$ cat src/rtl/elliptic_curve_point_search_macros.svh
// ---------------------------------------------------------------------------
// elliptic curve point search assertion macros
// concurrent check helpers, empty when SYNTHESIS is defined
// ---------------------------------------------------------------------------
`ifndef ELLIPTIC_CURVE_POINT_SEARCH_MACROS_SVH
`define ELLIPTIC_CURVE_POINT_SEARCH_MACROS_SVH

`ifndef SYNTHESIS
// antecedent implies consequent in the same cycle
`define ECPS_ASSERT_IMP(lbl, ante, cons, msg) \
  lbl: assert property (@(posedge clk) disable iff (!rst_n) (ante) |-> (cons)) \
    else $error(msg);
// antecedent implies consequent in the next cycle
`define ECPS_ASSERT_NEXT(lbl, ante, cons, msg) \
  lbl: assert property (@(posedge clk) disable iff (!rst_n) (ante) |=> (cons)) \
    else $error(msg);
`else
`define ECPS_ASSERT_IMP(lbl, ante, cons, msg)
`define ECPS_ASSERT_NEXT(lbl, ante, cons, msg)
`endif

`endif

$ cat src/rtl/ecps_pkg.sv
// ---------------------------------------------------------------------------
// ecps_pkg
// shared constants for the elliptic curve point search block
// ---------------------------------------------------------------------------
`timescale 1ns / 1ps
`default_nettype none

package ecps_pkg;

  // default field width
  localparam int FIELD_BITS_DEF = 17;

  // prime after reset, truncated to the field width
  localparam int PRIME_RESET = 65537;

  // configuration register indexes
  localparam int CFG_IDX_W = 2;
  localparam logic [CFG_IDX_W-1:0] REG_CURVE_A = 2'd0;
  localparam logic [CFG_IDX_W-1:0] REG_CURVE_B = 2'd1;
  localparam logic [CFG_IDX_W-1:0] REG_PRIME   = 2'd2;

endpackage

`default_nettype wire

$ cat src/rtl/elliptic_curve_point_search.sv
// ---------------------------------------------------------------------------
// elliptic curve point search
// finds the points (x, y) of y^2 = x^3 + a*x + b mod p, one x per item
// ---------------------------------------------------------------------------
// Each input item carries one x. The block reduces x, a and b mod p, forms
// r = x^3 + a*x + b mod p and walks y = 0, 1, ... until y*y mod p equals r.
// A hit gives the point (x, y) and, when p - y differs from y, the point
// (x, p - y) as well; tlast marks the final point of the item. An x without
// a root, or a modulus of zero, gives no point. Every point carries a running
// index that tuser = 1 on an input item clears. All modular arithmetic goes
// through one shared double-and-add unit, one bit of the multiplier operand
// per cycle. An item runs the reductions and products first, then tries one
// y candidate per cycle (up to p), then sends one point per cycle while the
// output register is free. in_tready is high only while no item is in work;
// a finished point waits in the output register so the next item can start
// meanwhile. Configuration is written through cfg_we / cfg_index / cfg_wdata;
// the user must write it only while idle, the block does not enforce this.
// Index 0 is a, 1 is b, 2 is p (reset 65537); other indexes are ignored.
// ---------------------------------------------------------------------------
`timescale 1ns / 1ps
`default_nettype none

`include "elliptic_curve_point_search_macros.svh"

module elliptic_curve_point_search #(
  parameter int FIELD_BITS = ecps_pkg::FIELD_BITS_DEF
) (
  input  wire logic                                  clk,
  input  wire logic                                  rst_n,
  // input items
  input  wire logic                                  in_tvalid,
  output logic                                       in_tready,
  input  wire logic [((FIELD_BITS+7)/8)*8-1:0]       in_tdata,   // x_coord
  input  wire logic                                  in_tuser,   // restart_count
  // result items
  output logic                                       out_tvalid,
  input  wire logic                                  out_tready,
  output logic [((3*FIELD_BITS+8)/8)*8-1:0]          out_tdata,  // point_x, point_y,
                                                                 // point_index
  output logic                                       out_tlast,  // last
  // configuration writes
  input  wire logic                                  cfg_we,
  input  wire logic [ecps_pkg::CFG_IDX_W-1:0]        cfg_index,
  input  wire logic [FIELD_BITS-1:0]                 cfg_wdata
);

  import ecps_pkg::*;

  localparam int W      = FIELD_BITS;
  localparam int CW     = W + 1;                      // point index width
  localparam int OUT_DW = ((3 * W + 8) / 8) * 8;
  localparam int OUT_FW = 3 * W + 1;
  localparam int CNT_W  = (W > 1) ? $clog2(W) : 1;

  // sequencer states
  typedef enum logic [5:0] {
    S_IDLE  = 6'b000001,
    S_LOAD  = 6'b000010,
    S_MUL   = 6'b000100,
    S_ADD   = 6'b001000,
    S_SRCH  = 6'b010000,
    S_EMIT0 = 6'b100000
  } state_t;

  // operations run through the shared unit in S_LOAD / S_MUL
  typedef enum logic [2:0] {
    OP_RED_X = 3'd0,   // x mod p
    OP_RED_A = 3'd1,   // a mod p
    OP_RED_B = 3'd2,   // b mod p
    OP_MUL_AX = 3'd3,  // a*x mod p
    OP_MUL_XX = 3'd4,  // x*x mod p
    OP_MUL_RX = 3'd5   // (x*x)*x mod p
  } op_t;

  // configuration registers
  logic [W-1:0]     curve_a_r, curve_b_r, prime_r;

  // control
  state_t           state_r, state_nxt;
  op_t              op_r, op_nxt;
  logic [CNT_W-1:0] cnt_r, cnt_nxt;
  logic             add_ph_r, add_ph_nxt;
  logic             second_r, second_nxt;     // second point still to send
  logic [CW-1:0]    count_r, count_nxt;

  // datapath
  logic [W-1:0]     x_raw_r, x_raw_nxt;
  logic [W-1:0]     opnd_r, opnd_nxt;
  logic [W-1:0]     acc_r, acc_nxt;
  logic [W-1:0]     x_r, x_nxt;
  logic [W-1:0]     a_r, a_nxt;
  logic [W-1:0]     b_r, b_nxt;
  logic [W-1:0]     r_r, r_nxt;
  logic [W-1:0]     d_r, d_nxt;               // (2y + 1) mod p
  logic [W-1:0]     y_r, y_nxt;

  // output register
  logic                 out_valid_r, out_valid_nxt;
  logic [OUT_FW-1:0]    out_data_r, out_data_nxt;
  logic                 out_last_r, out_last_nxt;

  // shared modular unit: ((dbl ? 2*acc : acc) + (add ? addend : 0)) mod p
  logic             u_dbl, u_add;
  logic [W-1:0]     u_in, u_addend, u_out;
  logic [W:0]       u_t1, u_t1r, u_t2;

  always_comb begin
    u_t1  = u_dbl ? {u_in, 1'b0} : {1'b0, u_in};
    u_t1r = (u_t1 >= {1'b0, prime_r}) ? u_t1 - {1'b0, prime_r} : u_t1;
    u_t2  = u_t1r + (u_add ? {1'b0, u_addend} : '0);
    u_out = (u_t2 >= {1'b0, prime_r}) ? W'(u_t2 - {1'b0, prime_r}) : W'(u_t2);
  end

  // side values for the search and the points
  logic [W:0]   d_sum;
  logic [W-1:0] d_step;
  logic [W-1:0] opp_y;
  logic         hit, y_end, mul_done;
  logic         in_acc, out_free;

  assign d_sum    = {1'b0, d_r} + (W+1)'(2);
  assign d_step   = (d_sum >= {1'b0, prime_r}) ? W'(d_sum - {1'b0, prime_r}) : W'(d_sum);
  assign opp_y    = (y_r == '0) ? '0 : prime_r - y_r;
  assign hit      = (acc_r == r_r);
  assign y_end    = (y_r == prime_r - W'(1));
  assign mul_done = (cnt_r == CNT_W'(W - 1));
  assign in_acc   = in_tvalid && in_tready;
  assign out_free = !out_valid_r || out_tready;

  assign in_tready  = (state_r == S_IDLE);
  assign out_tvalid = out_valid_r;
  assign out_tdata  = OUT_DW'(out_data_r);
  assign out_tlast  = out_last_r;

  // unit operand selection
  always_comb begin
    u_in     = acc_r;
    u_dbl    = 1'b0;
    u_add    = 1'b1;
    u_addend = d_r;
    unique case (state_r)
      S_MUL: begin
        u_dbl = 1'b1;
        u_add = opnd_r[W-1];
        unique case (op_r)
          OP_MUL_AX:            u_addend = a_r;
          OP_MUL_XX, OP_MUL_RX: u_addend = x_r;
          default:              u_addend = W'(1);
        endcase
      end
      S_ADD:   u_addend = add_ph_r ? b_r : r_r;
      default: u_addend = d_r;
    endcase
  end

  // sequencer
  always_comb begin
    state_nxt     = state_r;
    op_nxt        = op_r;
    cnt_nxt       = cnt_r;
    add_ph_nxt    = add_ph_r;
    second_nxt    = second_r;
    count_nxt     = count_r;
    x_raw_nxt     = x_raw_r;
    opnd_nxt      = opnd_r;
    acc_nxt       = acc_r;
    x_nxt         = x_r;
    a_nxt         = a_r;
    b_nxt         = b_r;
    r_nxt         = r_r;
    d_nxt         = d_r;
    y_nxt         = y_r;
    out_valid_nxt = out_valid_r && !out_tready;
    out_data_nxt  = out_data_r;
    out_last_nxt  = out_last_r;

    unique case (state_r)
      S_IDLE: begin
        if (in_acc) begin
          x_raw_nxt = in_tdata[W-1:0];
          if (in_tuser) count_nxt = '0;
          op_nxt = OP_RED_X;
          // a zero modulus gives no point
          if (prime_r != '0) state_nxt = S_LOAD;
        end
      end
      S_LOAD: begin
        acc_nxt = '0;
        cnt_nxt = '0;
        unique case (op_r)
          OP_RED_X:             opnd_nxt = x_raw_r;
          OP_RED_A:             opnd_nxt = curve_a_r;
          OP_RED_B:             opnd_nxt = curve_b_r;
          OP_MUL_AX, OP_MUL_XX: opnd_nxt = x_r;
          default:              opnd_nxt = acc_r;   // x*x from the step before
        endcase
        if (op_r == OP_MUL_RX) acc_nxt = '0;
        state_nxt = S_MUL;
      end
      S_MUL: begin
        acc_nxt  = u_out;
        opnd_nxt = {opnd_r[W-2:0], 1'b0};
        cnt_nxt  = cnt_r + CNT_W'(1);
        if (mul_done) begin
          unique case (op_r)
            OP_RED_X:  x_nxt = u_out;
            OP_RED_A:  a_nxt = u_out;
            OP_RED_B:  b_nxt = u_out;
            OP_MUL_AX: r_nxt = u_out;
            default: ;
          endcase
          if (op_r == OP_MUL_RX) begin
            add_ph_nxt = 1'b0;
            state_nxt  = S_ADD;
          end else begin
            op_nxt    = op_t'(op_r + 3'd1);
            state_nxt = S_LOAD;
          end
        end
      end
      S_ADD: begin
        if (!add_ph_r) begin
          acc_nxt    = u_out;          // x^3 + a*x
          add_ph_nxt = 1'b1;
        end else begin
          r_nxt     = u_out;           // + b
          acc_nxt   = '0;              // y*y for y = 0
          d_nxt     = W'(1);
          y_nxt     = '0;
          state_nxt = S_SRCH;
        end
      end
      S_SRCH: begin
        if (hit) begin
          second_nxt = 1'b0;
          state_nxt  = S_EMIT0;
        end else if (y_end) begin
          state_nxt = S_IDLE;
        end else begin
          acc_nxt = u_out;
          d_nxt   = d_step;
          y_nxt   = y_r + W'(1);
        end
      end
      S_EMIT0: begin
        if (out_free) begin
          out_valid_nxt = 1'b1;
          count_nxt     = count_r + CW'(1);
          if (!second_r) begin
            out_data_nxt = {count_r, y_r, x_r};
            out_last_nxt = (opp_y == y_r);
            second_nxt   = 1'b1;
            if (opp_y == y_r) state_nxt = S_IDLE;
          end else begin
            out_data_nxt = {count_r, opp_y, x_r};
            out_last_nxt = 1'b1;
            state_nxt    = S_IDLE;
          end
        end
      end
      default: state_nxt = S_IDLE;
    endcase
  end

  // control registers
  always_ff @(posedge clk) begin
    if (!rst_n) begin
      state_r     <= S_IDLE;
      op_r        <= OP_RED_X;
      cnt_r       <= '0;
      add_ph_r    <= 1'b0;
      second_r    <= 1'b0;
      count_r     <= '0;
      out_valid_r <= 1'b0;
      curve_a_r   <= '0;
      curve_b_r   <= '0;
      prime_r     <= W'(PRIME_RESET);
    end else begin
      state_r     <= state_nxt;
      op_r        <= op_nxt;
      cnt_r       <= cnt_nxt;
      add_ph_r    <= add_ph_nxt;
      second_r    <= second_nxt;
      count_r     <= count_nxt;
      out_valid_r <= out_valid_nxt;
      if (cfg_we) begin
        unique case (cfg_index)
          REG_CURVE_A: curve_a_r <= cfg_wdata;
          REG_CURVE_B: curve_b_r <= cfg_wdata;
          REG_PRIME:   prime_r   <= cfg_wdata;
          default: ;   // unused index
        endcase
      end
    end
  end

  // payload registers
  always_ff @(posedge clk) begin
    x_raw_r    <= x_raw_nxt;
    opnd_r     <= opnd_nxt;
    acc_r      <= acc_nxt;
    x_r        <= x_nxt;
    a_r        <= a_nxt;
    b_r        <= b_nxt;
    r_r        <= r_nxt;
    d_r        <= d_nxt;
    y_r        <= y_nxt;
    out_data_r <= out_data_nxt;
    out_last_r <= out_last_nxt;
  end

  // the y walk never runs past p - 1 and keeps y*y reduced
  `ECPS_ASSERT_IMP(a_srch_range, state_r == S_SRCH, (y_r < prime_r) && (acc_r < prime_r), "search value out of field range")
  // a second point is only sent for a nonzero root
  `ECPS_ASSERT_IMP(a_second_nonzero, (state_r == S_EMIT0) && second_r, y_r != '0, "second point for zero root")
  // a search hit is followed by the first point of the item
  `ECPS_ASSERT_NEXT(a_hit_emit, (state_r == S_SRCH) && hit, (state_r == S_EMIT0) && !second_r, "search hit not followed by point output")

endmodule

`default_nettype wire
$ cat config.mk
export PLATFORM = sky130hd
export DESIGN_NAME = elliptic_curve_point_search
export DESIGN_NICKNAME = d
export VERILOG_FILES = /design/src/rtl/ecps_pkg.sv /design/src/rtl/elliptic_curve_point_search.sv
export VERILOG_INCLUDE_DIRS = /design/src /design/src/rtl
export SDC_FILE = /design/constraint.sdc
export NUM_CORES = 1
export LEC_CHECK = 0
export ABC_AREA = 1
export BUFFER_PORTS_ARGS = -buffer_cell sky130_fd_sc_hd__buf_2
export CAP_MARGIN = 5
export CELL_PAD_IN_SITES_DETAIL_PLACEMENT = 1
export CELL_PAD_IN_SITES_GLOBAL_PLACEMENT = 1
export CORE_MARGIN = 2
export CORE_UTILIZATION = 50
export CTS_CLUSTER_SIZE = 28
export DETAILED_ROUTE_END_ITERATION = 8
export GPL_ROUTABILITY_DRIVEN = 0
export PLACE_DENSITY_LB_ADDON = 0.25
export SLEW_MARGIN = 20
export SYNTH_ARGS = -nofsm -noshare
export SYNTH_HDL_FRONTEND = slang
export SYNTH_SLANG_ARGS = --single-unit
$ cat constraint.sdc
create_clock -name clk -period 11.7 [get_ports clk]
set_input_delay 0.585 -clock clk [delete_from_list [all_inputs] [get_ports clk]]
set_output_delay 0.585 -clock clk [all_outputs]
set_load 0.1 [all_outputs]
==> results.md, run 1 <==
* Synth warn at 0
* Drt total wl at roughly 62000 µm
* Switching Share at approximately 44%
* Internal power at 0.002611 W
* Setup Skew at about 0.023 ns
* Syn avg cell area at 8.062 µm²
* Initial core utilization at 50.40%
* Critical Path End Type: flip-flop
* WL/cell at 21.88 µm
* HPWL Detailed at 46260 µm
* Final setup fails at 0
* Die Height at between 150 and 200 µm
* Status: completed
* Post-synthesis compound-gate area fraction at 14.73%
* Max VDD drop at 0.0004632 V
* Ports at 108
* Clk Latency, worst-skew pair at 0.57 ns
* Final period util at a little over 80%
* First-pass GRT wire length at 97810 µm
* Tightest Hold Check Type: in -> reg
* Clk buf depth at 3
* Antenna-violating nets left at 0
* Post-Synth XOR/XNOR Area at under 10%
* Mapped Cells at 2272
* Worst-Margin Slew at around 1.3 ns
* Core area at 36350 µm²
* Combinational cell fraction of total power at 46.7%
* Largest family of logic cells by synthesized area: simple AND/OR/NAND/NOR gates
* Final std cells w/o fill at roughly 2800
* Asr flop ratio synth at 0%
* Post-Synthesis Cell Area at ~18000 µm²
* Port Buffer Count at 96
* Adder-cell area share of the yosys netlist at under 10%
* PwrDens at 228.8 nW/µm²
* R2R Setup Slk at 2.17 ns
* RSZ-0062 raised after global routing: false
* Residual DRC count at 0
* Max-slew violations at 0
* Worst stage delay on the critical path at a little over 0.7 ns
* Root buf cell: clkbuf_16
* Placed cell areas at 19210 µm²
* CP max-delay cell: inv_1
* Post-CTS Setup Repair Bufs at 0
* H-tree lvl count at 2
* Largest net degree at the start of global routing at 64
* Sequential fraction of the synthesis area at ~43%
* Dominant synthesized flop cell: edfxtp_1
* TritonCTS Buffers at 34
* Maxcap violations at 0
* Vias in the first global route at 17780
* Detailed-route via count at 16810
* Reg clk slew, reported paths at 0.06 ns
* Area of the die at 38180 µm²
* Library cells used by synthesis at 59
* P_sw at 0.002021 W
* Via density at 5.912
* Reg2reg path depth at 41
* Worst EP arrival at 9.82 ns
* Placed Cells at 2783
* Initial DRC Count at 1283
* Sink Count at 292
* Die Wd at 195.4 µm
* Worst hold start: in_tdata[11]
* Grt ovf at 0
* Leak at 8.700 nW
* Mux share of post-synthesis cell area at 0%
* Reg2reg end: x_r[4]
* Hold Fails Final Rpt at 0
* Total GRT Usage at 32.82%
* CP max FO at 63
* Post-synthesis simple-gate area fraction at 22.51%
* Cell mode on critical path: inv_1
* Setup CP Type: reg -> reg
* Tmin final at 9.529 ns
* Post-synth EDFFs at just over 200
* Final instance area at 20250 µm²
* Pre-Repair DR Iteration Count at 5
* Fmax at around 100 MHz
* CTS Hold Bufs at 0
* PostCTS Resize Cnt at 0
* Net count of the finished layout at 2502
* Synth Register Bits at 292
* Sequential power share at 31.2%
* Antenna cell count at 0
* CP Launch Type: flip-flop
* Initial antenna violation count at 0
* Critical path required time at 11.99 ns
* Reg2Reg Launch Point: state_r[0]
* FP Rows at 70
* Max transition margin at 14.57%
* TritonCTS clock tree: yes
* Clk pwr share at 22.1%
* Area Growth Syn to Fin at 10.54%
* Share of layout cells above drive strength 1 at 10.06%
* Total negative slack at 0 ns
* Hold Path Depth at 1
* WHS Endpoint: x_raw_r[11]
==> placed cells by master (no fill, tap or decap), drive strengths merged, types with 2 or more instances in the layout <==
cell type / netlist / routed
nor3b: 3 / 3
buf: 21 / 110
nand3b: 7 / 7
a21oi: 154 / 154
nand2: 504 / 504
xnor2: 34 / 34
clkinv: 5 / 19
conb: 1 / 4
a31o: 3 / 3
a21boi: 6 / 6
a31oi: 23 / 23
ha: 97 / 97
nor2: 263 / 263
o21a: 2 / 2
o31ai: 4 / 4
nand3: 90 / 90
o211ai: 8 / 8
o22a: 12 / 12
nand4: 46 / 46
edfxtp: 206 / 206
nor3: 40 / 40
xor2: 69 / 69
inv: 265 / 267
a22o: 17 / 17
a211oi: 8 / 8
clkbuf: 49 / 44
a21o: 3 / 3
fa: 5 / 5
o21bai: 7 / 7
nor4: 6 / 6
or2: 2 / 2
a22oi: 14 / 14
o21ai: 205 / 205
dfxtp: 86 / 86
a221oi: 2 / 2
==> stage by stage <==
step / hold slack, ns / setup WS, ns / power (W) / util [%]
global route: 0.1993 / 1.541 / 0.004873 / 55.71
global placement: 0.4182 / 3.068 / 0.003438 / 52.86
finish: 0.2029 / 2.172 / 0.004632 / 55.71
floorplan: 0.4082 / 5.311 / 0.003021 / -
CTS: 0.1909 / 2.398 / 0.004602 / 55.69
detailed placement: 0.4523 / 2.533 / 0.003552 / 52.86
==> cells in the mapped netlist (8+ instances only) <==
master / instances / area (µm²)
a21oi_1: 150 / 750.7
a22o_1: 17 / 148.9
a22oi_1: 14 / 105.1
a31oi_1: 23 / 143.9
buf_2: 11 / 55.05
clkbuf_1: 49 / 183.9
dfxtp_1: 86 / 1722
edfxtp_1: 206 / 6186
ha_1: 97 / 1214
inv_1: 252 / 945.9
inv_2: 12 / 45.04
nand2_1: 494 / 1854
nand2_2: 10 / 62.56
nand3_1: 85 / 425.4
nand4_1: 45 / 281.5
nor2_1: 247 / 927.1
nor2_2: 15 / 93.84
nor3_1: 33 / 165.2
o211ai_1: 8 / 60.06
o21ai_0: 179 / 895.9
o21ai_1: 17 / 85.08
o21ai_2: 9 / 78.83
o22a_1: 12 / 105.1
xnor2_1: 34 / 297.8
xor2_1: 68 / 595.6
==> registers in the layout (all words and copies together) (netlist names), 5 cells and up <==
name        cells
a_r            17
acc_r          17
b_r            17
cnt_r           5
count_r        18
curve_a_r      17
curve_b_r      17
d_r            17
opnd_r         17
out_data_r     52
prime_r        17
r_r            17
state_r         6
x_r            17
x_raw_r        17
y_r            17
==> worst max-delay path by stage <==
stage	depth (start not counted)	slack [ns]	endpoint	from
after global routing	41	1.54	x_r[4]	state_r[0]
after CTS	41	2.40	x_r[4]	state_r[0]
final	41	2.17	x_r[4]	state_r[0]
after detailed placement	41	2.53	a_r[0]	state_r[0]
after global placement	40	3.07	x_r[7]	state_r[0]
after floorplan	39	5.31	a_r[7]	state_r[0]
==> layout make-up <==
class,count,area (µm²)
repair buffers,110,585.6
well taps,468,585.6
inverters,270,1016
multi-input cells,1643,9123
flip-flops and latches,292,7908
fillers,4462,16100
clock inverters,17,101.3
clock buffers,44,929.6
==> per-layer routing <==
metal	track usage, %	share of wire (%)	vias to the layer above
li1	-	-	7824
met2	56.10	49	543
met4	16.03	4.8	0
met3	4.231	5.6	170
met5	0	0	-
met1	41.15	41	8277
==> worst max-delay path, delay by kind of cell, from the launching register on <==
family / cells / cell delay (ns)
AOI/OAI and AO/OA: 11 / 2.39
buffers and inverters: 12 / 2.92
and+or+nand+nor: 13 / 1.89
xor gates and xnor gates: 1 / 0.20
DFF: 1 / 0.38
adders and majority gates: 4 / 1.44
==> cells by family (layout without fill, tap and decap cells) <==
logic type	count (synthesis)	in the layout
AO/OA/AOI/OAI	469	469
adder cells (fa/ha/maj)	102	102
buffers and inverters	340	441
AND/OR/NAND/NOR	965	965
other	1	4
XOR/XNOR	103	103
flip-flops	292	292
==> power groups by stage <==
stage               logic, W  clock network, W  registers (W)
floorplan            0.00149                 0        0.00153
global placement     0.00198                 0        0.00146
detailed placement   0.00209                 0        0.00147
CTS                  0.00212           0.00103        0.00145
global route         0.00235           0.00107        0.00145
finish               0.00216           0.00102        0.00145
(Power assumes the default switching activity.)
==> inputs of run 2 (changes only) <==
--- a/config.mk
+++ b/config.mk
@@ -12,7 +12,7 @@
 export CELL_PAD_IN_SITES_DETAIL_PLACEMENT = 1
 export CELL_PAD_IN_SITES_GLOBAL_PLACEMENT = 1
 export CORE_MARGIN = 2
-export CORE_UTILIZATION = 50
+export CORE_UTILIZATION = 42
 export CTS_CLUSTER_SIZE = 28
 export DETAILED_ROUTE_END_ITERATION = 8
 export GPL_ROUTABILITY_DRIVEN = 0
==> constraint.sdc (replaced) <==
create_clock -name clk -period 8.14 [get_ports clk]
set_input_delay 0.407 -clock clk [delete_from_list [all_inputs] [get_ports clk]]
set_output_delay 0.407 -clock clk [all_outputs]
set_load 0.1 [all_outputs]
==> run 2 against run 1 <==
  * Sequential cell count did not move
  * Power rose by 44%
  * Via count fell by 2.9%
  * Largest power group unchanged
  * Cell count rose by 4.4%
  * Critical path depth fell by 7
  * Highest routed layer unchanged
==> results.md, run 2 (synthesis results as in run 1) <==
* Ports at 108
* PwrDens at 324.7 nW/µm²
* Residual DRC count at 0
* Net count of the finished layout at 2509
* Post-CTS Setup Repair Bufs at 0
* Tightest Hold Check Type: in -> reg
* CP Launch Type: flip-flop
* Sink Count at 292
* Total GRT Usage at about a quarter
* Detailed-route via count at around 16000
* CP max-delay cell: o21ai_0
* CP Buf/Inv Count at 6
* TritonCTS clock tree: yes
* Antenna-violating nets left at 0
* Initial antenna violation count at 0
* Largest regs: out_data_r x52, count_r x18
* Total negative slack at 0 ns
* Reg2reg end: x_r[0]
* R2R Setup Slk at about 0.64 ns
* RSZ-0062 raised after global routing: false
* Setup CP Type: reg -> reg
* TritonCTS Buffers at 35
* Via density at between 5 and 6
* Hold Fails Final Rpt at 0
* Biggest register: out_data_r
* Die Height at between 200 and 250 µm
* Tmin final at around 7.5 ns
* Max transition margin at 16.32%
* Reg clk slew, reported paths at 0.06 ns
* First-pass GRT wire length at roughly 94000 µm
* Clk Latency, worst-skew pair at 0.56 ns
* Largest net degree at the start of global routing at 59
* Root buf cell: clkbuf_16
* FP Rows at between 70 and 80
* Final period util at 92.15%
* Worst-Margin Slew at between 1 and 1.5 ns
* Final instance area at roughly 20000 µm²
* Fmax at ~130 MHz
* Cell mode on critical path: o21ai_0
* Reg2Reg Launch Point: state_r[5]
* Maxcap violations at 0
* Pre-Repair DR Iteration Count at 5
* Area occupied by registers at about 8000 µm²
* Initial DRC Count at 986
* CP Depth at 34
* Critical Path End Type: flip-flop
* Port Buffer Count at 96
* Area of the die at about 45000 µm²
* CP max FO at 27
* Placed cell areas at 19410 µm²
* Reg2reg path depth at 34
* Die Wd at 212.8 µm
* Core area at 43080 µm²
* Worst stage delay on the critical path at 0.44 ns
* Status: completed
* Critical path startpoint: state_r[5]
* CTS Hold Bufs at 0
* Clk buf depth at 3
* Grt ovf at 0
* Commonest non-fill, non-tap cells in the layout: nand2_1 (494), inv_1 (250), nor2_1 (245), edfxtp_1 (206), o21ai_0 (177)
* Fillers at between 5000 and 6000
* HPWL Detailed at 45850 µm
* Vias in the first global route at 17040
* H-tree lvl count at 2
* Largest register FFs at 52
* Final setup fails at 0
* Critical path required time at 8.42 ns
* Max VDD drop at 0.0003882 V
* Footprint of the multi-input gates at 9116 µm²
* Final Util at 47.66%
* Drt total wl at 59450 µm
* Initial core utilization at 42.52%
* Critical Path Sink: x_r[0]
* Leak at about 9 nW
* Worst EP arrival at 7.78 ns
* Max-slew violations at 0
* Top cell family by delay on the critical path: compound AO/OA/AOI/OAI gates
* Share of layout cells above drive strength 1 at 10.44%
* Antenna cell count at 0
* Area Growth Syn to Fin at 12.08%
* Setup Skew at about 0.016 ns
* Commonest non-fill, non-tap cell in the layout: nand2_1
* WL/cell at 20.02 µm
run 2: layout make-up:
class                           count  area share, %
Clock buffer                       51          4.906
Timing Repair Buffer              116          3.151
Clock inverter                     13         0.4936
Sequential cell                   292          38.52
Multi-Input combinational cell   1643          44.40
Inverter                          270          4.967
Tap cell                          585          3.565
run 2: per-stage QoR:
step                      total power, W  setup WS (ns)  hold slack (ns)  instances
after floorplan                 0.004343          1.751           0.4082       2275
after global placement          0.004973         0.8912           0.4229       2906
after detailed placement        0.005105         0.5437           0.4254       2906
after CTS                       0.006653         0.4694          0.01890       2970
after global routing            0.007077        0.04338          0.01211       2970
final                           0.006666         0.6390          0.03558       2970
run 2: worst min-delay path by stage:
stage	depth (start not counted)	slack [ns]	end	start
detailed placement	0	0.43	out_data_r[43]	count_r[9]
CTS	1	0.02	x_raw_r[0]	in_tdata[0]
global placement	0	0.42	out_data_r[43]	count_r[9]
finish	1	0.04	x_raw_r[0]	in_tdata[0]
floorplan	0	0.41	out_data_r[43]	count_r[9]
global route	1	0.01	x_raw_r[11]	in_tdata[11]
run 2: per-layer routing:
| layer | up-vias | global-route usage (%) | routed length, µm |
|---|---|---|---|
| met3 | 111 | 3.736 | 2498 |
| met4 | 0 | 10.56 | 2357 |
| met1 | 8016 | 33.90 | 25910 |
| met5 | - | 0 | 0 |
| met2 | 344 | 45.91 | 28680 |
| li1 | 7847 | - | - |
run 2: where the power goes:
part | switching, W | internal, W | total, W
clock | 0.000645 | 0.000893 | 0.00154
combinational | 0.00210 | 0.000950 | 0.00305
sequential | 0.0000613 | 0.00202 | 0.00208
run 2: timing repair:
item,in CTS,in global routing
hold endpoints to repair,0,0
gates resized for setup,0,6
endpoints found under the setup margin,0,60
==> inputs of run 3 (changes only) <==
==> constraint.sdc (replaced) <==
create_clock -name clk -period 6.85 [get_ports clk]
set_input_delay 0.3425 -clock clk [delete_from_list [all_inputs] [get_ports clk]]
set_output_delay 0.3425 -clock clk [all_outputs]
set_load 0.1 [all_outputs]
==> run 3 against run 2 <==
  * Sequential cell count is the same
  * Routed wire length grew 7.4%
  * Maximum frequency rose by 12%
  * Cell area grew 4.1%
  * Largest power group unchanged
==> results.md, run 3 (synthesis results as in run 1) <==
* Cell mode on critical path: o21ai_2
* Setup CP Type: reg -> reg
* H-tree lvl count at 2
* Hold_ws at just under 0.08 ns
* CP max-delay cell: ha_1
* Clk Latency, worst-skew pair at 0.57 ns
* Detailed-route via count at between 15000 and 20000
* Net count of the finished layout at 2578
* Area of the die at 45300 µm²
* Core area at 43080 µm²
* Antenna-violating nets left at 0
* CP Launch Type: flip-flop
* Largest register FFs at 52
* Maxcap violations at 0
* Share of layout cells above drive strength 1 at between 10% and 20%
* Area Growth Syn to Fin at 16.64%
* Critical path required time at between 7 and 8 ns
* Final Util at 49.60%
* Initial core utilization at 42.52%
* Fmax at 149.6 MHz
* Largest regs: out_data_r x52, count_r x18
* Total GRT Usage at 27.80%
* First-pass GRT wire length at 97000 µm
* Reg clk slew, reported paths at 0.06 ns
* Max transition margin at about 22%
* Port Buffer Count at 96
* Hold Fails Final Rpt at 0
* PwrDens at just under 400 nW/µm²
* Pre-Repair DR Iteration Count at 5
* Final setup fails at 0
* Root buf cell: clkbuf_16
* Setup Skew at 0.03065 ns
* Status: completed
* Sink Count at 292
* Biggest register: out_data_r
* WL/cell at ~21 µm
* Clk buf depth at 3
* TritonCTS Buffers at 34
* Ports at 108
* Commonest non-fill, non-tap cells in the layout: nand2_1 (492), inv_1 (246), nor2_1 (242), edfxtp_1 (206), o21ai_0 (166)
* Worst-Margin Slew at 1.166 ns
* Via density at 5.591
* Final period util at 97.61%
* Total negative slack at 0 ns
* Vias in the first global route at 17640
* Max VDD drop at approximately 0.00066 V
* Grt ovf at 0
* Drt total wl at around 64000 µm
* TritonCTS clock tree: yes
* Max-slew violations at 0
* FP Rows at between 70 and 80
* Die Height at 212.8 µm
* HPWL Detailed at 47210 µm
* Worst stage delay on the critical path at 0.38 ns
* Worst EP arrival at 6.96 ns
* Antenna cell count at 0
* Initial antenna violation count at 0
* Critical Path End Type: flip-flop
* RSZ-0062 raised after global routing: true
* CP max FO at 15
* Die Wd at 212.8 µm
* Initial DRC Count at around 1100
* Largest net degree at the start of global routing at 59
* Commonest non-fill, non-tap cell in the layout: nand2_1
* Leak at 9.142 nW
* Tmin final at ~6.7 ns
* Residual DRC count at 0
* Tightest Hold Check Type: in -> reg
run 3: final cells by class:
type / count / area (µm²)
clock buffers: 48 / 965.9
repair buffers: 184 / 1284
multi-input cells: 1644 / 9309
inverters: 270 / 1020
well taps: 585 / 732.0
flip-flops and latches: 292 / 7908
fillers: 5306 / 21710
repair inverters: 1 / 5.005
clock inverters: 14 / 142.6
run 3: critical path, delay by kind of cell (launching register included):
kind                       cells  cell delay [ns]
xor gates and xnor gates       1             0.17
adders and majority gates      4             1.25
and+or+nand+nor                9             1.13
AOI/OAI and AO/OA             13             2.31
buffers and inverters          8             1.19
DFF                            1             0.34
run 3: power by group:
part           total [W]  switching, W  leakage (nW)  internal [W]
sequential       0.00247     0.0000763          2.51       0.00240
combinational    0.00412       0.00273          6.10       0.00138
clock            0.00184      0.000804         0.530       0.00104
run 3: worst paths after layout:
path / start / to / slack [ns] / cells past startpoint
setup / recovery: state_r[3] / x_r[0] / 0.16 / 35
hold / removal: cfg_wdata[0] / curve_b_r[0] / 0.08 / 3
setup reg to reg: state_r[3] / x_r[0] / 0.16 / 35
hold reg to reg: count_r[9] / out_data_r[43] / 0.44 / 0
run 3: what timing repair did:
action,CTS,global route
gates resized for setup,5,63
buffers inserted,3,21
endpoints found under the setup margin,69,85
hold buffers,17,0
gates cloned,0,6
hold endpoints to repair,17,0
pin swaps,4,25
run 3: stage by stage:
stage | power, W | worst slack, ns | instance area, µm² | std cells
5_1_grt | 0.008901 | -0.1282 | 21370 | 3038
6_report | 0.008433 | 0.1635 | 21370 | 3038
2_1_floorplan | 0.005161 | 0.4606 | 18330 | 2275
3_3_place_gp | 0.005955 | 0.2138 | 19570 | 2929
4_1_cts | 0.008032 | 0.03712 | 20890 | 3011
3_5_place_dp | 0.006124 | -0.08911 | 19580 | 2929
run 3: metal layers:
| layer | share of wire, % | vias to the layer above | GRT usage, % |
|---|---|---|---|
| met3 | 4.9 | 148 | 3.486 |
| met4 | 4.6 | 2 | 12.80 |
| met2 | 48 | 469 | 47.39 |
| met5 | 0.16 | - | 1.669 |
| li1 | - | 7985 | - |
| met1 | 43 | 8381 | 34.99 |
